<file path="src/aes128_ccm_engine_unit_assert.svh">
// assertion helpers used by the ccm_core module
// they expect a clock named clk and an active-low reset named rst_n in scope
`ifndef AES128_CCM_ENGINE_UNIT_ASSERT_SVH
`define AES128_CCM_ENGINE_UNIT_ASSERT_SVH

// condition holds at every edge outside reset
`define CCM_ASSERT(lbl, cond, msg) \
  lbl: assert property (@(posedge clk) disable iff (!rst_n) (cond)) else $error(msg);

// antecedent implies consequent in the same cycle
`define CCM_ASSERT_IMP(lbl, ante, cons, msg) \
  lbl: assert property (@(posedge clk) disable iff (!rst_n) (ante) |-> (cons)) else $error(msg);

`endif

</file>
<file path="src/ccm_fifo.sv">
// ----------------------------------------------------------------------------
// ccm_fifo
// Small register queue that decouples the two sides of the engine.
// ----------------------------------------------------------------------------
module ccm_fifo #(
  parameter int W = 8,
  parameter int D = 2
) (
  input  logic         clk,
  input  logic         rst_n,
  input  logic         wr_valid,
  input  logic [W-1:0] wr_data,
  output logic         wr_full,
  output logic         rd_valid,
  output logic [W-1:0] rd_data,
  input  logic         rd_pop
);
  localparam int AW = (D > 1) ? $clog2(D) : 1;
  localparam int CW = $clog2(D + 1);

  logic [W-1:0]  mem_r [D];
  logic [AW-1:0] wp_r, rp_r;
  logic [CW-1:0] cnt_r;
  logic          push, pop;

  assign wr_full  = (cnt_r == CW'(D));
  assign rd_valid = (cnt_r != '0);
  assign rd_data  = mem_r[rp_r];
  assign push     = wr_valid && !wr_full;
  assign pop      = rd_pop && rd_valid;

  always_ff @(posedge clk) begin
    if (push) begin
      mem_r[wp_r] <= wr_data;
    end
  end

  always_ff @(posedge clk) begin
    if (!rst_n) begin
      wp_r  <= '0;
      rp_r  <= '0;
      cnt_r <= '0;
    end else begin
      if (push) begin
        wp_r <= (wp_r == AW'(D - 1)) ? '0 : wp_r + 1'b1;
      end
      if (pop) begin
        rp_r <= (rp_r == AW'(D - 1)) ? '0 : rp_r + 1'b1;
      end
      cnt_r <= cnt_r + CW'(push) - CW'(pop);
    end
  end
endmodule

</file>
<file path="config.mk">
export PLATFORM = sky130hd
export DESIGN_NAME = ccm_fifo
export DESIGN_NICKNAME = d
export VERILOG_FILES = /design/src/aes128_ccm_engine_unit_assert.svh /design/src/ccm_fifo.sv
export SDC_FILE = /design/constraint.sdc
export NUM_CORES = 1
export LEC_CHECK = 0
export BUFFER_PORTS_ARGS = -buffer_cell sky130_fd_sc_hd__buf_2
export CAP_MARGIN = 20
export CORE_UTILIZATION = 50
export CTS_CLUSTER_DIAMETER = 100
export DETAILED_ROUTE_END_ITERATION = 10
export PLACE_DENSITY_LB_ADDON = 0.15
export RECOVER_POWER = 25
export SKIP_CTS_REPAIR_TIMING = 1
export SYNTH_ARGS = -nofsm -noshare
export SYNTH_HDL_FRONTEND = slang
export SYNTH_SLANG_ARGS = --single-unit
</file>
<file path="constraint.sdc">
create_clock -name clk -period 2.5 [get_ports clk]
set_clock_uncertainty 0.05 [all_clocks]
set_input_delay 0.125 -clock clk [delete_from_list [all_inputs] [get_ports clk]]
set_output_delay 0.125 -clock clk [all_outputs]
set_load 0.02 [all_outputs]
</file>
# Yosys cells after proc, flatten, opt, wreduce, memory -nomap -nowiden
# Memories as Yosys holds them, arrays and structs flattened. A register that Yosys moved wholly into a read port is not among the register bits.
# Index checks and enable logic that the tools add are counted.
# word_totals
input_bits	12
latch_bits	0
mem_bits_rw	16
out_inout_bits	10
mem_count	1
romBits	0
register_bits	4
elab_cells	19
# memory_table
memory	words	width	read_ports	rd_ports_with_merged_regs	wr	line_no	text
mem_r	2	8	1	1	1	ccm_fifo.sv:21	logic [W-1:0] mem_r [D];
# classes
div	0
magnitude_cmp	0
shift	0
reduce_logical	4
eq_ne	1
multipliers	0
bitwise	0
muxes	6
n_addsub	4
# op_table
op	n
1-bit two-way mux	6
1-bit adder (second input constant)	2
2-bit by 1-bit adder with 2-bit output	1
2-bit equality test (second input constant)	1
1-bit logical AND	2
2-bit nonzero test	1
2-bit by 1-bit subtractor with 2-bit output	1
1-bit zero test	1

# Depth between registers and ports, before layout
# Gate-level depths: netlist of the first run.
# logic_depth
ltp_word	5
depth_mapped	8
ltp_nobuf	8

# Worst setup path after synthesis of the first run
# No wires, ideal clock.
# synth_timing
path_kind	flip-flop to flip-flop
startpoint	reg cnt_r[0]
endpoint	reg cnt_r[1]
stages_incl_launch_ff	9
t_arrival_ns	1.424
setup_ns	0.078
period_less_slack_ns	1.552
required_ns	2.372
n_path_buf	0
path_slack_ns	0.948
cell_sequence	dfxtp_1 > nand2b_1 > nand2_1 > ha_1 > inv_1 > ha_1 > xor2_1 > and2_1 > nor3_1
# synth_between
elab_chain_len	5
elab_cells_between_ends	7
cone_classes	add/sub (2); eq/ne (1); reduce/logical (4)
# synth_lines
item	line_no	text
start: declaration	ccm_fifo.sv:23	logic [CW-1:0] cnt_r;
start signal: assignment	ccm_fifo.sv:50	cnt_r <= cnt_r + CW'(push) - CW'(pop);
2-bit equality test	ccm_fifo.sv:26	assign wr_full = (cnt_r == CW'(D));
1-bit zero test	ccm_fifo.sv:29	assign push = wr_valid && !wr_full;
1-bit logical AND	ccm_fifo.sv:29	
2-bit by 1-bit adder with 2-bit output	ccm_fifo.sv:50	
2-bit by 1-bit subtractor with 2-bit output *	ccm_fifo.sv:50	
# Mark *: on every way between the ends. The rest lies on a longest branch, timed or not.
# A chain may end at the register's enable or synchronous reset.

# Worst setup path in the final report of the first run
# Ends and elaborated chain as after synthesis.

==> summary.txt, run 1 <==
Cells and area
  • Filler cells: 118
  • Footprint of the multi-input gates: between 200 and 250 um2
  • Final Core Density: slightly below 70%
  • Ant. Diodes: 0
  • Share of layout cells above drive strength 1: 35.7%
  • Synthesis-to-layout area growth: 27.2%
  • Final #Nets: between 90 and 100
  • Storage cell area: between 500 and 600 um2

Synth
  • Yosys warns: 0
  • Synth cell types: 17
  • Mapped Area: slightly above 800 um2
  • Post-synthesis register bit count: 21
  • Post-synthesis cell count: 52
  • Seq/Total Area, Yosys: between 70% and 80%
  • Syn Nets: 66
  • Syn Area/Cell: about 16 um2

Clock network
  • CTS tree: yes
  • Cell chosen for the clock root: clkbuf_4
  • Htree depth: 1
  • Clock Pin Slew Worst Setup and Hold Paths: 0.11 ns
  • TritonCTS Buffers: 3
  • CTS Sinks: 21
  • CTS Buffer Depth: 2
  • Clock Latency Late Sink: 0.29 ns

Floorplanning
  • Top-level port count: 22
  • Row cnt: 14
  • Starting Density: 54.0%
  • Core area: approximately 1500 um2
  • Die width: about 42 um
  • Die height: 42.3 um
  • Die ar.: around 1800 um2

Power and ir drop
  • Leak: approximately 0.00043 uW
  • PwrDens: 974 nW/um2
  • Peak VDD IR: 0.000605 V
  • Pwr Total: 1010 uW

Route
  • Via Count: 490
  • Drt wl/cell: approximately 12 um
  • Drt drc: 0
  • TritonRoute pass-1 iters: 3
  • Vias per inst: 4.90
  • Total Routed Length: roughly 1.2 mm
  • 1st-iter DRT viols: 5
  • Antenna violation net count after detailed routing: 0

STA
  • Min Hold Slack: roughly 0.039 ns
  • Fin. max-slew vios: 0
  • Fmax: ~600 MHz
  • Final setup viols: 0
  • Hold Violations, Final: 0
  • Worst-Margin Slew: approximately 0.66 ns
  • RSZ-0062 raised after global routing: false
  • Final period util: 66.3%
  • Minimum clock period: 1.66 ns
  • Fin Setup TNS: 0 ns
  • Worst slew margin: 55.9%

Placed design
  • Port buffer count: 21
  • Post-DP HPWL: 814 um
  • Routability cong.: between 0.7 and 0.8

Critical path
  • Req. time, crit path: 2.68 ns
  • Type of origin of the critical path: flop
  • Worst EP arrival: 1.83 ns
  • CP Capture Type: flop
  • CP max FO: 4
  • Crit path kind: reg2reg

GRT
  • Vias in the first global route: 438
  • Initial antenna violation count: 0
  • Grt ovf: 0
  • Largest net degree at the start of global routing: 12
  • Total global routing track utilization: approximately 16%
  • First-pass GRT wire length: between 1.5 and 2 mm

Flow run
  • Max-cap violation count: 0

Hold path
  • Worst Hold Class: in2reg

Status
  • Run status: complete, no violations
metal layers:
| metal | share of wire [%] | global-route usage, % | routed length (um) | up-vias |
|---|---|---|---|---|
| li1 | - | - | - | 247 |
| met4 | 0 | 7.50 | 0 | 0 |
| met1 | 44 | 19.0 | 540 | 232 |
| met5 | 0 | 0 | 0 | - |
| met3 | 2.8 | 6.47 | 34 | 0 |
| met2 | 53 | 24.6 | 656 | 11 |
Yosys cell counts, drive strengths merged:
cell type  instances  area share (%)
and2               2             1.5
and3               1            0.77
buf                1            0.61
dfxtp              5              12
edfxtp            16              59
ha                 2             3.1
inv                3             1.4
mux2               8              11
mux2i              1             1.2
nand2              2            0.92
nand2b             2             1.5
nor2               4             1.8
nor3               1            0.61
o21a               1             1.1
or2                1            0.77
xnor2              1             1.1
xor2               1             1.1
power breakdown:
group / switching (uW) / internal (uW)
Sequential: 46.4 / 456
Combinational: 191 / 160
Clock: 92.6 / 62.0
layout make-up:
cell class	count	share of cell area (%)
clock buffers	4	2.54
repair buffers	29	17.4
well taps	16	1.93
flip-flops and latches	21	56.1
multi-input cells	27	20.9
inverters	3	1.09
metrics by stage:
stage                     setup WS (ns)  std cells  area (um2)
after detailed placement          0.831         88         933
after global placement            0.907         88         933
after floorplan                   0.948         52         813
final                             0.843        100        1030
after CTS                         0.828         92         960
after global routing              0.714        100        1030
state kept, by name (all words and copies together) (netlist names), named ones only:
register / flops
cnt_r: 2
mem_r: 16
rp_r: 1
wp_r: 1
cell families (layout without fill, tap and decap cells):
group	Yosys count	after routing	synth area share [%]
buf+inv	4	36	2.00
compound gates	1	1	1.08
fa+ha+maj	2	2	3.08
simple gates	13	13	8.00
xor+xnor	2	2	2.15
flops	21	21	71.4
mux	9	9	12.3
path summary, 6_finish.rpt:
check	startpoint	slack (ns)	depth (start not counted)	endpoint
setup reg to reg	cnt_r[0]	0.84	8	cnt_r[1]
hold reg to reg	wp_r	0.44	2	wp_r
setup / recovery	cnt_r[0]	0.84	8	cnt_r[1]
hold / removal	rst_n	0.04	2	cnt_r[0]
worst max-delay path: stages, from the launching register on:
cell	delay (ns)
dfxtp_1	0.37
nand2b_1	0.15
nand2_1	0.11
ha_1	0.29
inv_1	0.04
ha_1	0.17
xor2_1	0.15
and2_1	0.15
nor3_1	0.11
layout by cell type (no fill, tap or decap), drive strengths merged:
| cell | synthesis | final |
|---|---|---|
| and3 | 1 | 1 |
| o21a | 1 | 1 |
| xnor2 | 1 | 1 |
| nor3 | 1 | 1 |
| dfxtp | 5 | 5 |
| and2 | 2 | 2 |
| or2 | 1 | 1 |
| mux2 | 8 | 8 |
| xor2 | 1 | 1 |
| mux2i | 1 | 1 |
| clkbuf | 0 | 8 |
| buf | 1 | 17 |
| nand2b | 2 | 2 |
| inv | 3 | 3 |
| edfxtp | 16 | 16 |
| dlygate4sd3 | 0 | 8 |
| nor2 | 4 | 4 |
| ha | 2 | 2 |
| nand2 | 2 | 2 |
Power figures use the tool's default switching activity.
==> run 2, diff against run 1 <==
--- a/config.mk
+++ b/config.mk
@@ -7,7 +7,7 @@
 export LEC_CHECK = 0
 export BUFFER_PORTS_ARGS = -buffer_cell sky130_fd_sc_hd__buf_2
 export CAP_MARGIN = 20
-export CORE_UTILIZATION = 50
+export CORE_UTILIZATION = 49
 export CTS_CLUSTER_DIAMETER = 100
 export DETAILED_ROUTE_END_ITERATION = 10
 export PLACE_DENSITY_LB_ADDON = 0.15
==> constraint.sdc (replaced) <==
create_clock -name clk -period 1.66 [get_ports clk]
set_clock_uncertainty 0.05 [all_clocks]
set_input_delay 0.083 -clock clk [delete_from_list [all_inputs] [get_ports clk]]
set_output_delay 0.083 -clock clk [all_outputs]
set_load 0.02 [all_outputs]
==> run 2 against run 1 <==
- design area is 7.1% higher
- combinational power rose by 77%
- maximum frequency up 2.0%
- critical path depth did not move
- sequential power grew 55%
- routed wire length increased by 8.5%
- non-clock buffer count grew 5
- critical path type unchanged
- critical endpoint unchanged
- highest routed layer unchanged
==> summary.txt, run 2 (synthesis gave the netlist of run 1 again) <==
Status
  • Run status: complete, no violations

Cells and area
  • Final #Nets: roughly 100
  • Filler cells: approximately 110
  • Commonest cells after routing, fill and taps aside: buf_2, edfxtp_1, dlygate4sd3_1, mux2_2
  • Share of layout cells above drive strength 1: 47.2%
  • Top reg by flops: mem_r
  • Ant. Diodes: 0
  • Largest register FFs: 16
  • Synthesis-to-layout area growth: 36.3%
  • Biggest regs: mem_r: 16 flops, cnt_r: 2 flops
  • Storage cell area: about 590 um2
  • Footprint of the multi-input gates: ~240 um2
  • Commonest non-fill, non-tap cell in the layout: buf_2
  • Final instance area: 1110 um2

STA
  • Final setup viols: 0
  • Worst setup margin: around 0.035 ns
  • Min Hold Slack: 0.133 ns
  • Fin. max-slew vios: 0
  • Minimum clock period: approximately 1.6 ns
  • Worst-Margin Slew: around 0.37 ns
  • Final period util: between 90 and 100%
  • Fmax: between 600 and 700 MHz
  • Worst slew margin: ~75%
  • Hold Violations, Final: 0

Route
  • Antenna violation net count after detailed routing: 0
  • Vias per inst: just under 5
  • Total Routed Length: approximately 1.3 mm
  • Via Count: 512
  • Drt wl/cell: 12.7 um
  • Drt drc: 0
  • 1st-iter DRT viols: 5
  • TritonRoute pass-1 iters: 4

Power and ir drop
  • Sequential Power Share: 47.5%
  • Peak VDD IR: between 0.0008 and 0.0009 V
  • PwrDens: 1470 nW/um2
  • Pint: roughly 1100 uW
  • NetSw: between 500 and 600 uW
  • Power share of the clock group: 14.5%
  • Switching share of power: 32.9%
  • Leak: between 0.0004 and 0.0005 uW
  • Comb power frac: 38.0%

Placed design
  • Port buffer count: 21
  • Routability cong.: around 0.66
  • Post-DP HPWL: 836 um
  • Dpl ws: 0.0435 ns
  • Area after DPL: about 950 um2

Critical path
  • CP max FO: 4
  • Crit path kind: reg2reg
  • FF-to-FF End: cnt_r[1]
  • Req. time, crit path: between 1.5 and 2 ns
  • Worst EP arrival: between 1.5 and 2 ns
  • R2r setup slk: about 0.035 ns
  • Reg-to-Reg Start: cnt_r[0]
  • Type of origin of the critical path: flop
  • Critical Path Start: cnt_r[0]
  • CP Capture Type: flop
  • Worst r2r path cells: 8

Flow run
  • Max-cap violation count: 0

Clock network
  • CTS tree: yes
  • CTS Sinks: 21
  • Clock Latency Late Sink: 0.29 ns
  • TritonCTS Buffers: 3
  • CTS Buffer Depth: 2
  • Cell chosen for the clock root: clkbuf_4
  • Htree depth: 1
  • Clock Pin Slew Worst Setup and Hold Paths: about 0.11 ns

Floorplanning
  • Die width: ~43 um
  • Die height: roughly 43 um
  • Die ar.: 1830 um2
  • Top-level port count: 22
  • Row cnt: 14
  • Starting Density: between 50 and 60%
  • Core area: ~1500 um2

GRT
  • Initial antenna violation count: 0
  • Grt ovf: 0
  • Vias in the first global route: 434
  • First-pass GRT wire length: ~1.8 mm
  • Total global routing track utilization: about an eighth
  • Largest net degree at the start of global routing: 12

Hold path
  • Worst Hold Class: in2reg
  • Hold path cells: 4
  • WHS Endpoint: wp_r
  • Hold Startpoint: wr_valid
==> run 2: cell type report <==
type / instances / area share, %
clock buffer: 4 / 2.37
multi-input combinational: 27 / 21.9
inverter: 3 / 1.02
sequential: 21 / 52.8
tap: 16 / 1.81
timing repair buffer: 34 / 20.1
==> run 2: stage by stage <==
stage | utilization, % | instances | TNS (ns) | total power, uW
3_3_place_gp | 62.2 | 90 | 0 | 1290
3_5_place_dp | 62.2 | 90 | 0 | 1310
2_1_floorplan | - | 52 | 0 | 1140
4_1_cts | 64.0 | 94 | 0 | 1540
5_1_grt | 72.7 | 105 | -0.0579 | 1720
6_report | 72.7 | 105 | 0 | 1630
==> run 2: critical path, stage by stage, from the launching register on <==
cell	delay (ns)
dfxtp_2	0.37
nand2b_4	0.14
nand2_2	0.06
ha_1	0.28
inv_1	0.04
ha_2	0.17
xor2_2	0.14
and2_1	0.14
nor3_1	0.15
==> run 2: routing by layer <==
| metal | part of all wire (%) | track usage, % |
|---|---|---|
| met5 | 0 | 0 |
| met2 | 54 | 21.8 |
| met1 | 41 | 16.1 |
| met4 | 0 | 5.63 |
| met3 | 4.6 | 4.26 |
==> run 2: how the worst max path moves through the flow <==
stage / slack, ns / endpoint
after detailed placement: 0.04 / cnt_r[1]
after CTS: 0.03 / cnt_r[1]
after global routing: -0.06 / cnt_r[1]
after global placement: 0.07 / cnt_r[1]
final: 0.04 / cnt_r[1]
after floorplan: 0.11 / cnt_r[1]
==> run 2: power groups by stage <==
stage          clock network, uW  registers (uW)  logic, uW
2_1_floorplan                  0             730        413
3_3_place_gp                   0             764        525
3_5_place_dp                   0             770        537
4_1_cts                      246             759        540
5_1_grt                      268             789        667
6_report                     237             777        620
