--- src/aes128_ccm_engine_unit_assert.svh ---
// assertion helpers used by the ccm_core module
// they expect a clock named clk and an active-low reset named rst_n in scope
`ifndef AES128_CCM_ENGINE_UNIT_ASSERT_SVH
`define AES128_CCM_ENGINE_UNIT_ASSERT_SVH

// condition holds at every edge outside reset
`define CCM_ASSERT(lbl, cond, msg) \
  lbl: assert property (@(posedge clk) disable iff (!rst_n) (cond)) else $error(msg);

// antecedent implies consequent in the same cycle
`define CCM_ASSERT_IMP(lbl, ante, cons, msg) \
  lbl: assert property (@(posedge clk) disable iff (!rst_n) (ante) |-> (cons)) else $error(msg);

`endif

--- src/ccm_pkg.sv ---
// ----------------------------------------------------------------------------
// ccm_pkg
// Shared types, codes and AES helper functions for the CCM engine.
// ----------------------------------------------------------------------------
package ccm_pkg;

  localparam logic [2:0] REG_KEY_HIGH   = 3'd0;
  localparam logic [2:0] REG_KEY_LOW    = 3'd1;
  localparam logic [2:0] REG_NONCE_HIGH = 3'd2;
  localparam logic [2:0] REG_NONCE_LOW  = 3'd3;
  localparam logic [2:0] REG_AAD_LEN    = 3'd4;
  localparam logic [2:0] REG_PAY_LEN    = 3'd5;
  localparam logic [2:0] REG_DIRECTION  = 3'd6;

  localparam logic [1:0] KIND_PAYLOAD = 2'd0;
  localparam logic [1:0] KIND_TAG     = 2'd1;
  localparam logic [1:0] KIND_VERDICT = 2'd2;

  localparam logic [7:0] FLAGS_B0  = 8'h59;
  localparam logic [7:0] FLAGS_CTR = 8'h01;
  localparam logic [7:0] RCON_INIT = 8'h01;
  localparam logic [7:0] GF_POLY   = 8'h1b;
  localparam logic [15:0] LONG_AAD = 16'hFF00;

  typedef struct packed {
    logic [7:0] data;
    logic [1:0] kind;
    logic       auth_ok;
    logic       last;
  } res_t;

  typedef struct packed {
    logic         start;
    logic [127:0] blk;
    logic [127:0] key;
  } aes_req_t;

  typedef struct packed {
    logic         busy;
    logic         done;
    logic [127:0] data;
  } aes_rsp_t;

  localparam logic [7:0] SBOX [256] = '{
    8'h63,8'h7c,8'h77,8'h7b,8'hf2,8'h6b,8'h6f,8'hc5,8'h30,8'h01,8'h67,8'h2b,8'hfe,8'hd7,8'hab,8'h76,
    8'hca,8'h82,8'hc9,8'h7d,8'hfa,8'h59,8'h47,8'hf0,8'had,8'hd4,8'ha2,8'haf,8'h9c,8'ha4,8'h72,8'hc0,
    8'hb7,8'hfd,8'h93,8'h26,8'h36,8'h3f,8'hf7,8'hcc,8'h34,8'ha5,8'he5,8'hf1,8'h71,8'hd8,8'h31,8'h15,
    8'h04,8'hc7,8'h23,8'hc3,8'h18,8'h96,8'h05,8'h9a,8'h07,8'h12,8'h80,8'he2,8'heb,8'h27,8'hb2,8'h75,
    8'h09,8'h83,8'h2c,8'h1a,8'h1b,8'h6e,8'h5a,8'ha0,8'h52,8'h3b,8'hd6,8'hb3,8'h29,8'he3,8'h2f,8'h84,
    8'h53,8'hd1,8'h00,8'hed,8'h20,8'hfc,8'hb1,8'h5b,8'h6a,8'hcb,8'hbe,8'h39,8'h4a,8'h4c,8'h58,8'hcf,
    8'hd0,8'hef,8'haa,8'hfb,8'h43,8'h4d,8'h33,8'h85,8'h45,8'hf9,8'h02,8'h7f,8'h50,8'h3c,8'h9f,8'ha8,
    8'h51,8'ha3,8'h40,8'h8f,8'h92,8'h9d,8'h38,8'hf5,8'hbc,8'hb6,8'hda,8'h21,8'h10,8'hff,8'hf3,8'hd2,
    8'hcd,8'h0c,8'h13,8'hec,8'h5f,8'h97,8'h44,8'h17,8'hc4,8'ha7,8'h7e,8'h3d,8'h64,8'h5d,8'h19,8'h73,
    8'h60,8'h81,8'h4f,8'hdc,8'h22,8'h2a,8'h90,8'h88,8'h46,8'hee,8'hb8,8'h14,8'hde,8'h5e,8'h0b,8'hdb,
    8'he0,8'h32,8'h3a,8'h0a,8'h49,8'h06,8'h24,8'h5c,8'hc2,8'hd3,8'hac,8'h62,8'h91,8'h95,8'he4,8'h79,
    8'he7,8'hc8,8'h37,8'h6d,8'h8d,8'hd5,8'h4e,8'ha9,8'h6c,8'h56,8'hf4,8'hea,8'h65,8'h7a,8'hae,8'h08,
    8'hba,8'h78,8'h25,8'h2e,8'h1c,8'ha6,8'hb4,8'hc6,8'he8,8'hdd,8'h74,8'h1f,8'h4b,8'hbd,8'h8b,8'h8a,
    8'h70,8'h3e,8'hb5,8'h66,8'h48,8'h03,8'hf6,8'h0e,8'h61,8'h35,8'h57,8'hb9,8'h86,8'hc1,8'h1d,8'h9e,
    8'he1,8'hf8,8'h98,8'h11,8'h69,8'hd9,8'h8e,8'h94,8'h9b,8'h1e,8'h87,8'he9,8'hce,8'h55,8'h28,8'hdf,
    8'h8c,8'ha1,8'h89,8'h0d,8'hbf,8'he6,8'h42,8'h68,8'h41,8'h99,8'h2d,8'h0f,8'hb0,8'h54,8'hbb,8'h16
  };

  function automatic logic [7:0] xtime(input logic [7:0] x);
    return {x[6:0], 1'b0} ^ (x[7] ? GF_POLY : 8'h00);
  endfunction

  // byte 0 of a block sits in the top bits
  function automatic logic [7:0] get_byte(input logic [127:0] v, input logic [3:0] off);
    logic [7:0] b;
    b = '0;
    for (int i = 0; i < 16; i++) begin
      if (off == 4'(i)) b = v[127-8*i -: 8];
    end
    return b;
  endfunction

  function automatic logic [127:0] set_byte(input logic [127:0] v, input logic [3:0] off,
                                            input logic [7:0] b);
    logic [127:0] r;
    r = v;
    for (int i = 0; i < 16; i++) begin
      if (off == 4'(i)) r[127-8*i -: 8] = b;
    end
    return r;
  endfunction

  // next round key from the current one
  function automatic logic [127:0] key_step(input logic [127:0] rk, input logic [7:0] rc);
    logic [31:0] t, w0, w1, w2, w3;
    t  = {SBOX[rk[23:16]] ^ rc, SBOX[rk[15:8]], SBOX[rk[7:0]], SBOX[rk[31:24]]};
    w0 = rk[127:96] ^ t;
    w1 = rk[95:64] ^ w0;
    w2 = rk[63:32] ^ w1;
    w3 = rk[31:0] ^ w2;
    return {w0, w1, w2, w3};
  endfunction

  // subbytes, shiftrows and, except in the final round, mixcolumns
  function automatic logic [127:0] aes_round(input logic [127:0] st, input logic fin);
    logic [7:0] s [16];
    logic [7:0] h [16];
    logic [7:0] a0, a1, a2, a3, all;
    logic [127:0] r;
    for (int i = 0; i < 16; i++) s[i] = st[127-8*i -: 8];
    for (int c = 0; c < 4; c++) begin
      for (int i = 0; i < 4; i++) h[4*c+i] = SBOX[s[4*((c+i)%4)+i]];
    end
    if (!fin) begin
      for (int c = 0; c < 4; c++) begin
        a0 = h[4*c]; a1 = h[4*c+1]; a2 = h[4*c+2]; a3 = h[4*c+3];
        all = a0 ^ a1 ^ a2 ^ a3;
        h[4*c]   = a0 ^ all ^ xtime(a0 ^ a1);
        h[4*c+1] = a1 ^ all ^ xtime(a1 ^ a2);
        h[4*c+2] = a2 ^ all ^ xtime(a2 ^ a3);
        h[4*c+3] = a3 ^ all ^ xtime(a3 ^ a0);
      end
    end
    for (int i = 0; i < 16; i++) r[127-8*i -: 8] = h[i];
    return r;
  endfunction

endpackage

--- src/ccm_core.sv ---
// ----------------------------------------------------------------------------
// ccm_core
// Packet sequencer: CBC-MAC chain, CTR keystream, tag and verdict.
// ----------------------------------------------------------------------------
`include "aes128_ccm_engine_unit_assert.svh"

module ccm_core (
  input  logic              clk,
  input  logic              rst_n,
  input  logic              cfg_we,
  input  logic [2:0]        cfg_index,
  input  logic [63:0]       cfg_data,
  input  logic              in_valid,
  input  logic [7:0]        in_data,
  output logic              in_pop,
  output logic              push_valid,
  output ccm_pkg::res_t     push_data,
  input  logic              out_full,
  output ccm_pkg::aes_req_t aes_req,
  input  ccm_pkg::aes_rsp_t aes_rsp
);
  import ccm_pkg::*;

  typedef enum logic [1:0] {P_START, P_AAD, P_PAY, P_TAG} phase_t;
  typedef enum logic [3:0] {
    S_IDLE, S_BEGIN_MAC, S_BEGIN_S0, S_ADV, S_ABSORB, S_BYTE, S_KS, S_EMIT, S_TAG, S_VERDICT
  } state_t;

  state_t       state_r;
  phase_t       phase_r;
  logic [63:0]  key_hi_r, key_lo_r, nonce_hi_r;
  logic [39:0]  nonce_lo_r;
  logic [15:0]  aad_len_r, pay_len_r;
  logic         dir_r;
  logic [127:0] mac_r, ks_r, buf_r, blk_r, buf_wr;
  logic [63:0]  tmask_r, rtag_r;
  logic [15:0]  ctr_r;
  logic [16:0]  pos_r;
  logic [7:0]   byte_r, ks_byte, o_byte;
  logic [2:0]   tagi_r;
  logic         second_r, ret_tag_r, start_r;
  logic [3:0]   hdr_off, off1, off2;
  logic         adv_aad, adv_pay;
  logic [127:0] hdr_blk;

  assign hdr_off = (aad_len_r >= LONG_AAD) ? 4'd6 : 4'd2;
  assign off1    = hdr_off + pos_r[3:0];
  assign off2    = pos_r[3:0];
  assign adv_aad = (phase_r == P_AAD) && (pos_r >= {1'b0, aad_len_r});
  assign adv_pay = (phase_r == P_PAY) && (pos_r >= {1'b0, pay_len_r});
  assign hdr_blk = (aad_len_r >= LONG_AAD) ? {8'hFF, 8'hFE, 16'h0, aad_len_r, 80'h0}
                                           : {aad_len_r, 112'h0};
  assign ks_byte = get_byte(ks_r, off2);
  assign o_byte  = byte_r ^ ks_byte;
  assign buf_wr  = (state_r == S_EMIT) ? set_byte(buf_r, off2, dir_r ? o_byte : byte_r)
                                       : set_byte(buf_r, off1, byte_r);

  assign in_pop  = (state_r == S_IDLE) && in_valid;
  assign aes_req = '{start: start_r, blk: blk_r, key: {key_hi_r, key_lo_r}};

  always_comb begin
    push_data = '{data: o_byte, kind: KIND_PAYLOAD, auth_ok: 1'b0, last: 1'b0};
    case (state_r)
      S_TAG: begin
        push_data = '{data: get_byte(mac_r ^ {tmask_r, 64'h0}, {1'b0, tagi_r}),
                      kind: KIND_TAG, auth_ok: 1'b0, last: (tagi_r == 3'd7)};
      end
      S_VERDICT: begin
        push_data = '{data: 8'h00, kind: KIND_VERDICT,
                      auth_ok: ((mac_r[127:64] ^ tmask_r) == rtag_r), last: 1'b1};
      end
      default: ;
    endcase
  end
  assign push_valid = !out_full &&
                      (state_r == S_EMIT || state_r == S_TAG || state_r == S_VERDICT);

  // configuration registers
  always_ff @(posedge clk) begin
    if (!rst_n) begin
      key_hi_r   <= '0;
      key_lo_r   <= '0;
      nonce_hi_r <= '0;
      nonce_lo_r <= '0;
      aad_len_r  <= 16'd1;
      pay_len_r  <= '0;
      dir_r      <= 1'b0;
    end else if (cfg_we) begin
      case (cfg_index)
        REG_KEY_HIGH:   key_hi_r   <= cfg_data;
        REG_KEY_LOW:    key_lo_r   <= cfg_data;
        REG_NONCE_HIGH: nonce_hi_r <= cfg_data;
        REG_NONCE_LOW:  nonce_lo_r <= cfg_data[39:0];
        REG_AAD_LEN:    aad_len_r  <= cfg_data[15:0];
        REG_PAY_LEN:    pay_len_r  <= cfg_data[15:0];
        REG_DIRECTION:  dir_r      <= cfg_data[0];
        default: ;
      endcase
    end
  end

  always_ff @(posedge clk) begin
    if (!rst_n) begin
      state_r   <= S_IDLE;
      phase_r   <= P_START;
      start_r   <= 1'b0;
      pos_r     <= '0;
      ctr_r     <= 16'd1;
      tagi_r    <= '0;
      second_r  <= 1'b0;
      ret_tag_r <= 1'b0;
    end else begin
      start_r <= 1'b0;
      case (state_r)
        S_IDLE: begin
          if (in_valid) begin
            byte_r   <= in_data;
            second_r <= 1'b0;
            if (phase_r == P_START) begin
              start_r <= 1'b1;
              blk_r   <= {FLAGS_B0, nonce_hi_r, nonce_lo_r, pay_len_r};
              state_r <= S_BEGIN_MAC;
            end else begin
              state_r <= S_ADV;
            end
          end
        end
        S_BEGIN_MAC: begin
          if (aes_rsp.done) begin
            mac_r   <= aes_rsp.data;
            start_r <= 1'b1;
            blk_r   <= {FLAGS_CTR, nonce_hi_r, nonce_lo_r, 16'h0};
            state_r <= S_BEGIN_S0;
          end
        end
        S_BEGIN_S0: begin
          if (aes_rsp.done) begin
            tmask_r <= aes_rsp.data[127:64];
            buf_r   <= hdr_blk;
            ctr_r   <= 16'd1;
            pos_r   <= '0;
            phase_r <= P_AAD;
            state_r <= S_ADV;
          end
        end
        S_ADV: begin
          if (adv_aad) begin
            phase_r <= P_PAY;
            pos_r   <= '0;
            if (off1 != 4'd0) begin
              start_r   <= 1'b1;
              blk_r     <= mac_r ^ buf_r;
              ret_tag_r <= 1'b0;
              state_r   <= S_ABSORB;
            end
          end else if (adv_pay) begin
            pos_r   <= '0;
            tagi_r  <= '0;
            phase_r <= dir_r ? P_TAG : P_START;
            if (off2 != 4'd0) begin
              start_r   <= 1'b1;
              blk_r     <= mac_r ^ buf_r;
              ret_tag_r <= !dir_r;
              state_r   <= S_ABSORB;
            end else begin
              state_r <= dir_r ? S_ADV : S_TAG;
            end
          end else if (second_r) begin
            state_r <= S_IDLE;
          end else begin
            state_r <= S_BYTE;
          end
        end
        S_ABSORB: begin
          if (aes_rsp.done) begin
            mac_r   <= aes_rsp.data;
            buf_r   <= '0;
            state_r <= ret_tag_r ? S_TAG : S_ADV;
          end
        end
        S_BYTE: begin
          case (phase_r)
            P_AAD: begin
              buf_r    <= buf_wr;
              pos_r    <= pos_r + 17'd1;
              second_r <= 1'b1;
              if (off1 == 4'd15) begin
                start_r   <= 1'b1;
                blk_r     <= mac_r ^ buf_wr;
                ret_tag_r <= 1'b0;
                state_r   <= S_ABSORB;
              end else begin
                state_r <= S_ADV;
              end
            end
            P_PAY: begin
              if (off2 == 4'd0) begin
                start_r <= 1'b1;
                blk_r   <= {FLAGS_CTR, nonce_hi_r, nonce_lo_r, ctr_r};
                ctr_r   <= ctr_r + 16'd1;
                state_r <= S_KS;
              end else begin
                state_r <= S_EMIT;
              end
            end
            P_TAG: begin
              rtag_r[63-8*pos_r[2:0] -: 8] <= byte_r;
              pos_r <= pos_r + 17'd1;
              state_r <= (pos_r[2:0] == 3'd7) ? S_VERDICT : S_IDLE;
            end
            default: state_r <= S_IDLE;
          endcase
        end
        S_KS: begin
          if (aes_rsp.done) begin
            ks_r    <= aes_rsp.data;
            state_r <= S_EMIT;
          end
        end
        S_EMIT: begin
          if (!out_full) begin
            buf_r    <= buf_wr;
            pos_r    <= pos_r + 17'd1;
            second_r <= 1'b1;
            if (off2 == 4'd15) begin
              start_r   <= 1'b1;
              blk_r     <= mac_r ^ buf_wr;
              ret_tag_r <= 1'b0;
              state_r   <= S_ABSORB;
            end else begin
              state_r <= S_ADV;
            end
          end
        end
        S_TAG: begin
          if (!out_full) begin
            tagi_r <= tagi_r + 3'd1;
            if (tagi_r == 3'd7) state_r <= S_IDLE;
          end
        end
        S_VERDICT: begin
          if (!out_full) begin
            phase_r <= P_START;
            pos_r   <= '0;
            state_r <= S_IDLE;
          end
        end
        default: state_r <= S_IDLE;
      endcase
    end
  end

  `CCM_ASSERT_IMP(a_start_idle, aes_req.start, !aes_rsp.busy, "aes start while busy")
  `CCM_ASSERT_IMP(a_push_room, push_valid, !out_full, "result pushed into full queue")
  `CCM_ASSERT_IMP(a_tag_pos, phase_r == P_TAG && state_r != S_VERDICT, pos_r < 17'd8, "tag position past 8")
endmodule

--- config.mk ---
export PLATFORM = sky130hd
export DESIGN_NAME = ccm_core
export DESIGN_NICKNAME = d
export VERILOG_FILES = /design/src/ccm_pkg.sv /design/src/ccm_core.sv
export VERILOG_INCLUDE_DIRS = /design/src /design/src/src
export SDC_FILE = /design/constraint.sdc
export NUM_CORES = 2
export LEC_CHECK = 0
export BUFFER_PORTS_ARGS = -buffer_cell sky130_fd_sc_hd__buf_2
export CAP_MARGIN = 20
export CORE_MARGIN = 1
export CORE_UTILIZATION = 40
export CTS_CLUSTER_DIAMETER = 80
export DETAILED_ROUTE_END_ITERATION = 8
export GPL_TIMING_DRIVEN = 0
export PLACE_DENSITY = 0.6
export REMOVE_ABC_BUFFERS = 1
export SYNTH_ARGS = -nofsm -noshare
export SYNTH_HDL_FRONTEND = slang
export SYNTH_SLANG_ARGS = --single-unit
--- constraint.sdc ---
create_clock -name clk -period 14.2 [get_ports clk]
set_input_delay 1.42 -clock clk [delete_from_list [all_inputs] [get_ports clk]]
set_output_delay 1.42 -clock clk [all_outputs]
set_load 0.005 [all_outputs]
[Word-level counts from Yosys, hierarchy flattened]
Cells that the tools add are included.
Word-level totals
  register bits: 958
  input bits: 210
Operators by class
  add/sub/neg operators: 6
  order comparisons: 3
  eq/ne operators: 81
  shifts and indexed selects: 2
  muxes and demuxes: 150
  bitwise operators: 5
  reductions and logical operators: 47
Operators with widths (number)
  128-bit two-way mux: 17
  128-bit one-hot mux with 5 select lines: 1
  128-bit one-hot mux with 4 select lines: 1
  8-bit two-way mux: 57
  128-bit bitwise XOR: 3
  128-bit one-hot mux with 2 select lines: 1
  17-bit two-way mux: 6
  17-bit one-hot mux with 5 select lines: 1
  4-bit == test (second input constant): 18
  8-bit by 34-bit variable shift with 71-bit output (first input constant): 1
  8-bit by 34-bit variable part select with 71-bit output: 1
  64-bit bitwise mux: 1
  64-bit == test: 1
  4-bit two-way mux: 16
  64-bit bitwise XOR: 1
  4-bit by 3-bit == test with 1-bit output (second input constant): 12
  16-bit two-way mux: 3
  4-bit one-hot mux with 10 select lines: 1
  17-bit by 16-bit greater-or-equal comparator with 1-bit output: 2
  32-bit negator with 34-bit output: 1
  2-bit inequality test (second input constant): 16
  16-bit one-hot mux with 2 select lines: 1
  3-bit == test (second input constant): 8
  4-bit by 2-bit == test with 1-bit output (second input constant): 6
  other kinds (42): 118

[Depth between registers and ports, before layout]
  word-level depth: 25
  mapped depth: 17
  gate-level depth less buffers: 12

[Worst setup path before layout]
Ideal clock, no wire load.
  kind: register to register
  from: reg pos_r[2]
  to: reg blk_r[0], enable pin
  data arrival time: 14607 ps
  data required time: 13271 ps
  slack: -1336 ps
  stages on the path, launching flop included: 15
  path buffers: 4
  path through: dfxtp_1 buf_6 buf_6 inv_2 clkbuf_1 fa_1 xor2_4 buf_4 nor2_1 nand2_1 a22oi_1 a21oi_1 nor2_1 nor2_1 nor4_1
Between the ends
  cells in the longest elaborated chain, start to end: 4
Ends and longest elaborated chain
  from (decl): RTL line ccm_core.sv:38  | logic [16:0] pos_r;
  from (signal assigned): RTL line ccm_core.sv:185  | pos_r <= pos_r + 17'd1;
  from (signal assigned): RTL line ccm_core.sv:208  | pos_r <= pos_r + 17'd1;
  from (signal assigned): RTL line ccm_core.sv:223  | pos_r <= pos_r + 17'd1;
  17-bit by 16-bit greater-or-equal comparator with 1-bit output (tied with other cells): RTL line ccm_core.sv:49  | assign adv_aad = (phase_r == P_AAD) && (pos_r >= {1'b0, aad_len_r});
  1-bit logical AND (tied with other cells): RTL line ccm_core.sv:49
  3-bit inequality test (no source line)
  13-bit AND reduction (no source line) (*)
  to (signal assigned): RTL line ccm_core.sv:121  | blk_r <= {FLAGS_B0, nonce_hi_r, nonce_lo_r, pay_len_r};
  to (signal assigned): RTL line ccm_core.sv:132  | blk_r <= {FLAGS_CTR, nonce_hi_r, nonce_lo_r, 16'h0};
  to (signal assigned): RTL line ccm_core.sv:152  | blk_r <= mac_r ^ buf_r;
  to (decl): RTL line ccm_core.sv:35  | logic [127:0] mac_r, ks_r, buf_r, blk_r, buf_wr;
Every way passes the cells marked *; elsewhere a longest branch is shown, timed or not.
A chain may end at the register's enable or synchronous reset.

==> metrics.md <==
| Metric | Value |
|---|---|
| Outcome | `finished with violations` |
| Failing checks | `design-rule violations` |
| Post-CTS setup buffers | `0` |
| Iteration-0 DRC count of the detailed router | `7,048` |
| Row count | `125` |
| Distinct cell type count after synthesis | `100` |
| Post-synth EDFFs | `648` |
| CTS H-tree depth | `3` |
| Synthesized flop and latch total | `958` |
| Register-to-Register Setup Slack | `6.63 ns` |
| Critical path type | `flop to primary output` |
| M1 GR Usage | `45.2%` |
| Die area | `119,000 um^2` |
| DRT Pass-1 Iters | `9` |
| Syn Inst Count | `4,676` |
| All-layer global routing usage | `34.9%` |
| CTS sink cnt | `958` |
| # port buffers | `479` |
| Area leader, netlist | `edfxtp_1` |
| Final Cycle Share | `64.7%` |
| Nets | `5,358` |
| Initial Utilization | `40.4%` |
| Count leader, synth | `nand2_1` |
| Avg Inst Size Synth | `10.0 um^2` |
| Die Ht | `344 um` |
| Worst Min Path Start | `key_hi_r[27]` |
| DR WL/cell | `31.7 um` |
| Die Wd | `344 um` |
| DRC | `6` |
| WHS Path Cells | `2` |
| Max-cap violation count | `0` |
| Share of layout cells above drive strength 1 | `17.6%` |
| Worst setup path startpoint | `pos_r[1]` |
| Ys Warns | `0` |
| Power Density | `154 nW/um^2` |
| Global-route wire length before repair | `293,000 um` |
| Worst Hold Class | `flop to flop` |
| Synth top area share | `41.5%` |
| Core area | `116,000 um^2` |
| Initial antenna violation count | `45` |
| Busiest grt layer | `met2` |
| Worst Setup Slack, final | `5.01 ns` |
| Startpoint types | `flop` |
| DRT antenna net count | `0` |
| Routing usage on met2 | `51.7%` |
| Max-slew violations | `0` |
| WP data arrival | `7.77 ns` |
| Asr flop ratio synth | `0%` |
| Clock-pin slew on the worst setup and hold paths | `0.07 ns` |
| Slew @ Worst Pin | `1.23 ns` |
| Slew headroom | `17.5%` |
| RD Place Congestion | `0.963` |
| Post-DP HPWL | `154,000 um` |
| R2r startpoint | `pos_r[1]` |
| Hold buffer count at cts | `0` |
| Worst Setup Slack post-DPL | `6.42 ns` |
| # IOs | `481` |
| Clk buf depth | `3` |
| Synthesized area | `46,900 um^2` |
| Worst reg2reg path depth | `21` |
| CTS resizes | `0` |
| Final Util | `48.7%` |
| Clk_lat worst skew | `0.73 ns` |
| Top_reg_cell synth | `edfxtp_1` |
| Post-synth top cells | `nand2_1 (769), edfxtp_1 (648), a21oi_1 (528)` |
| Layout Skew | `0.0667 ns` |
| Top cells by area, synth | `edfxtp_1 (41%), dfxtp_1 (13%), nand2_1 (6.2%), a21oi_1 (5.6%), xor2_1 (3.1%)` |
| Element type at the critical path end | `primary output` |
| Vias in the first global route | `39,200` |
| VDD IR-drop max | `118 uV` |
| Aggregate global routing overflow | `0` |
| Root buf cell | `clkbuf_16` |
| RSZ-0062 raised after global routing | `false` |
| Num CTS Buffers | `105` |
| Vias/cell | `6.40` |
| CTS tree | `yes` |
| Largest net degree at the start of global routing | `106` |
| Finish-stage setup viols | `0` |
| Fin crit period | `9.19 ns` |
| DR vias | `43,200` |
| Post-synthesis sequential area ratio | `54.7%` |
| Layout area overhead | `20.6%` |
| Reg2reg end | `blk_r[89]` |
| Worst setup path end | `push_data[8]` |
| Required @ worst endpoint | `12.78 ns` |
| Hold Fails Final Rpt | `0` |
| Fmax | `109 MHz` |
| Final WL | `214,000 um` |
| M3 GR Usage | `10.5%` |
| Leakage Power | `0.0202 uW` |
| Critical path peak fanout | `47` |
metal layers:
layer	vias up	share of wire [%]	wire, um
li1	18300	-	-
met5	-	0.11	239
met2	3161	43	91000
met4	40	6.7	14300
met1	21000	37	79800
met3	700	13	28300
cells in the final DEF (no fill, tap or decap), types with 16 or more instances in the layout:
cell,instances
o211ai_1,54
o22ai_1,28
nor2_1,214
a21oi_1,524
nor4_1,45
mux2i_1,23
nor3_1,73
o31ai_1,39
and2_1,51
buf_8,18
buf_6,18
nor3_2,16
xor2_1,164
buf_16,50
a31oi_1,65
nand2b_1,72
nand4_1,81
edfxtp_1,648
a211oi_1,42
clkbuf_1,22
a22o_1,47
a222oi_1,25
nand3_1,80
diode_2,26
nand3b_1,18
buf_4,44
o21ai_0,218
a22oi_1,104
clkbuf_16,109
nand2_1,765
dfxtp_1,306
inv_1,75
buf_12,28
and3_1,46
buf_2,487
xnor2_1,63
a21o_1,25
a221oi_1,59
nor2b_1,35
ha_1,45
kinds of logic (layout without fill, tap and decap cells):
family | count (synthesis) | in the layout | share of synthesized area (%)
XOR/XNOR | 229 | 229 | 4.32
multiplexers | 26 | 26 | 0.563
AND/OR/NAND/NOR | 1578 | 1578 | 15.7
other | 0 | 26 | 0
flip-flops | 958 | 958 | 54.7
buffers and inverters | 412 | 926 | 3.71
adder cells (fa/ha/maj) | 50 | 50 | 1.35
AO/OA/AOI/OAI | 1423 | 1423 | 19.6
through the flow:
step | hold WS, ns | instance area [um^2] | setup TNS [ns] | power [uW] | instances
after floorplan | 0.436 | 45500 | -609.42 | 4470 | 4345
after global placement | 0.438 | 49800 | -8078.88 | 5610 | 6348
after detailed placement | 0.443 | 52800 | 0 | 5710 | 6511
after CTS | 0.451 | 56400 | 0 | 8590 | 6710
after global routing | 0.469 | 56500 | 0 | 8870 | 6720
final | 0.449 | 56500 | 0 | 8690 | 6740
critical path, cell delays in order (launching register included):
cell and delay, ns:
dfxtp_2 0.99, inv_1 0.78, ha_4 0.55, buf_16 0.25
nor2b_1 0.92, a211oi_1 0.26, a31oi_1 0.86, o211ai_2 0.58
buf_16 0.35, nand2_1 0.37, xor2_1 0.13, a22oi_1 0.66
buf_2 0.24
final cells by class:
| class | count | area, um^2 |
|---|---|---|
| Antenna cell | 26 | 65.1 |
| Clock buffer | 144 | 2990 |
| Clock inverter | 55 | 641 |
| Fill cell | 10700 | 59700 |
| Inverter | 81 | 312 |
| Multi-Input combinational cell | 3306 | 19800 |
| Sequential cell | 958 | 25700 |
| Tap cell | 1524 | 1910 |
| Timing Repair Buffer | 646 | 5180 |
worst min-delay path by stage:
stage,endpoint
3_3_place_gp,key_hi_r[27]
4_1_cts,key_hi_r[62]
6_report,key_hi_r[27]
2_1_floorplan,nonce_hi_r[35]
5_1_grt,key_hi_r[57]
3_5_place_dp,key_hi_r[32]
sequential cells by signal, indices dropped and copies added (netlist names), 16 cells and up:
signal / cells
aad_len_r: 16
key_hi_r: 64
tmask_r: 64
pay_len_r: 16
rtag_r: 64
mac_r: 128
blk_r: 128
buf_r: 128
key_lo_r: 64
ks_r: 128
pos_r: 17
nonce_hi_r: 64
nonce_lo_r: 40
ctr_r: 16
power by group:
part           total (uW)  internal, uW  switching, uW
combinational        2370           729           1640
sequential           3410          3260            155
clock                2910          1690           1220
(Power assumes the default switching activity.)
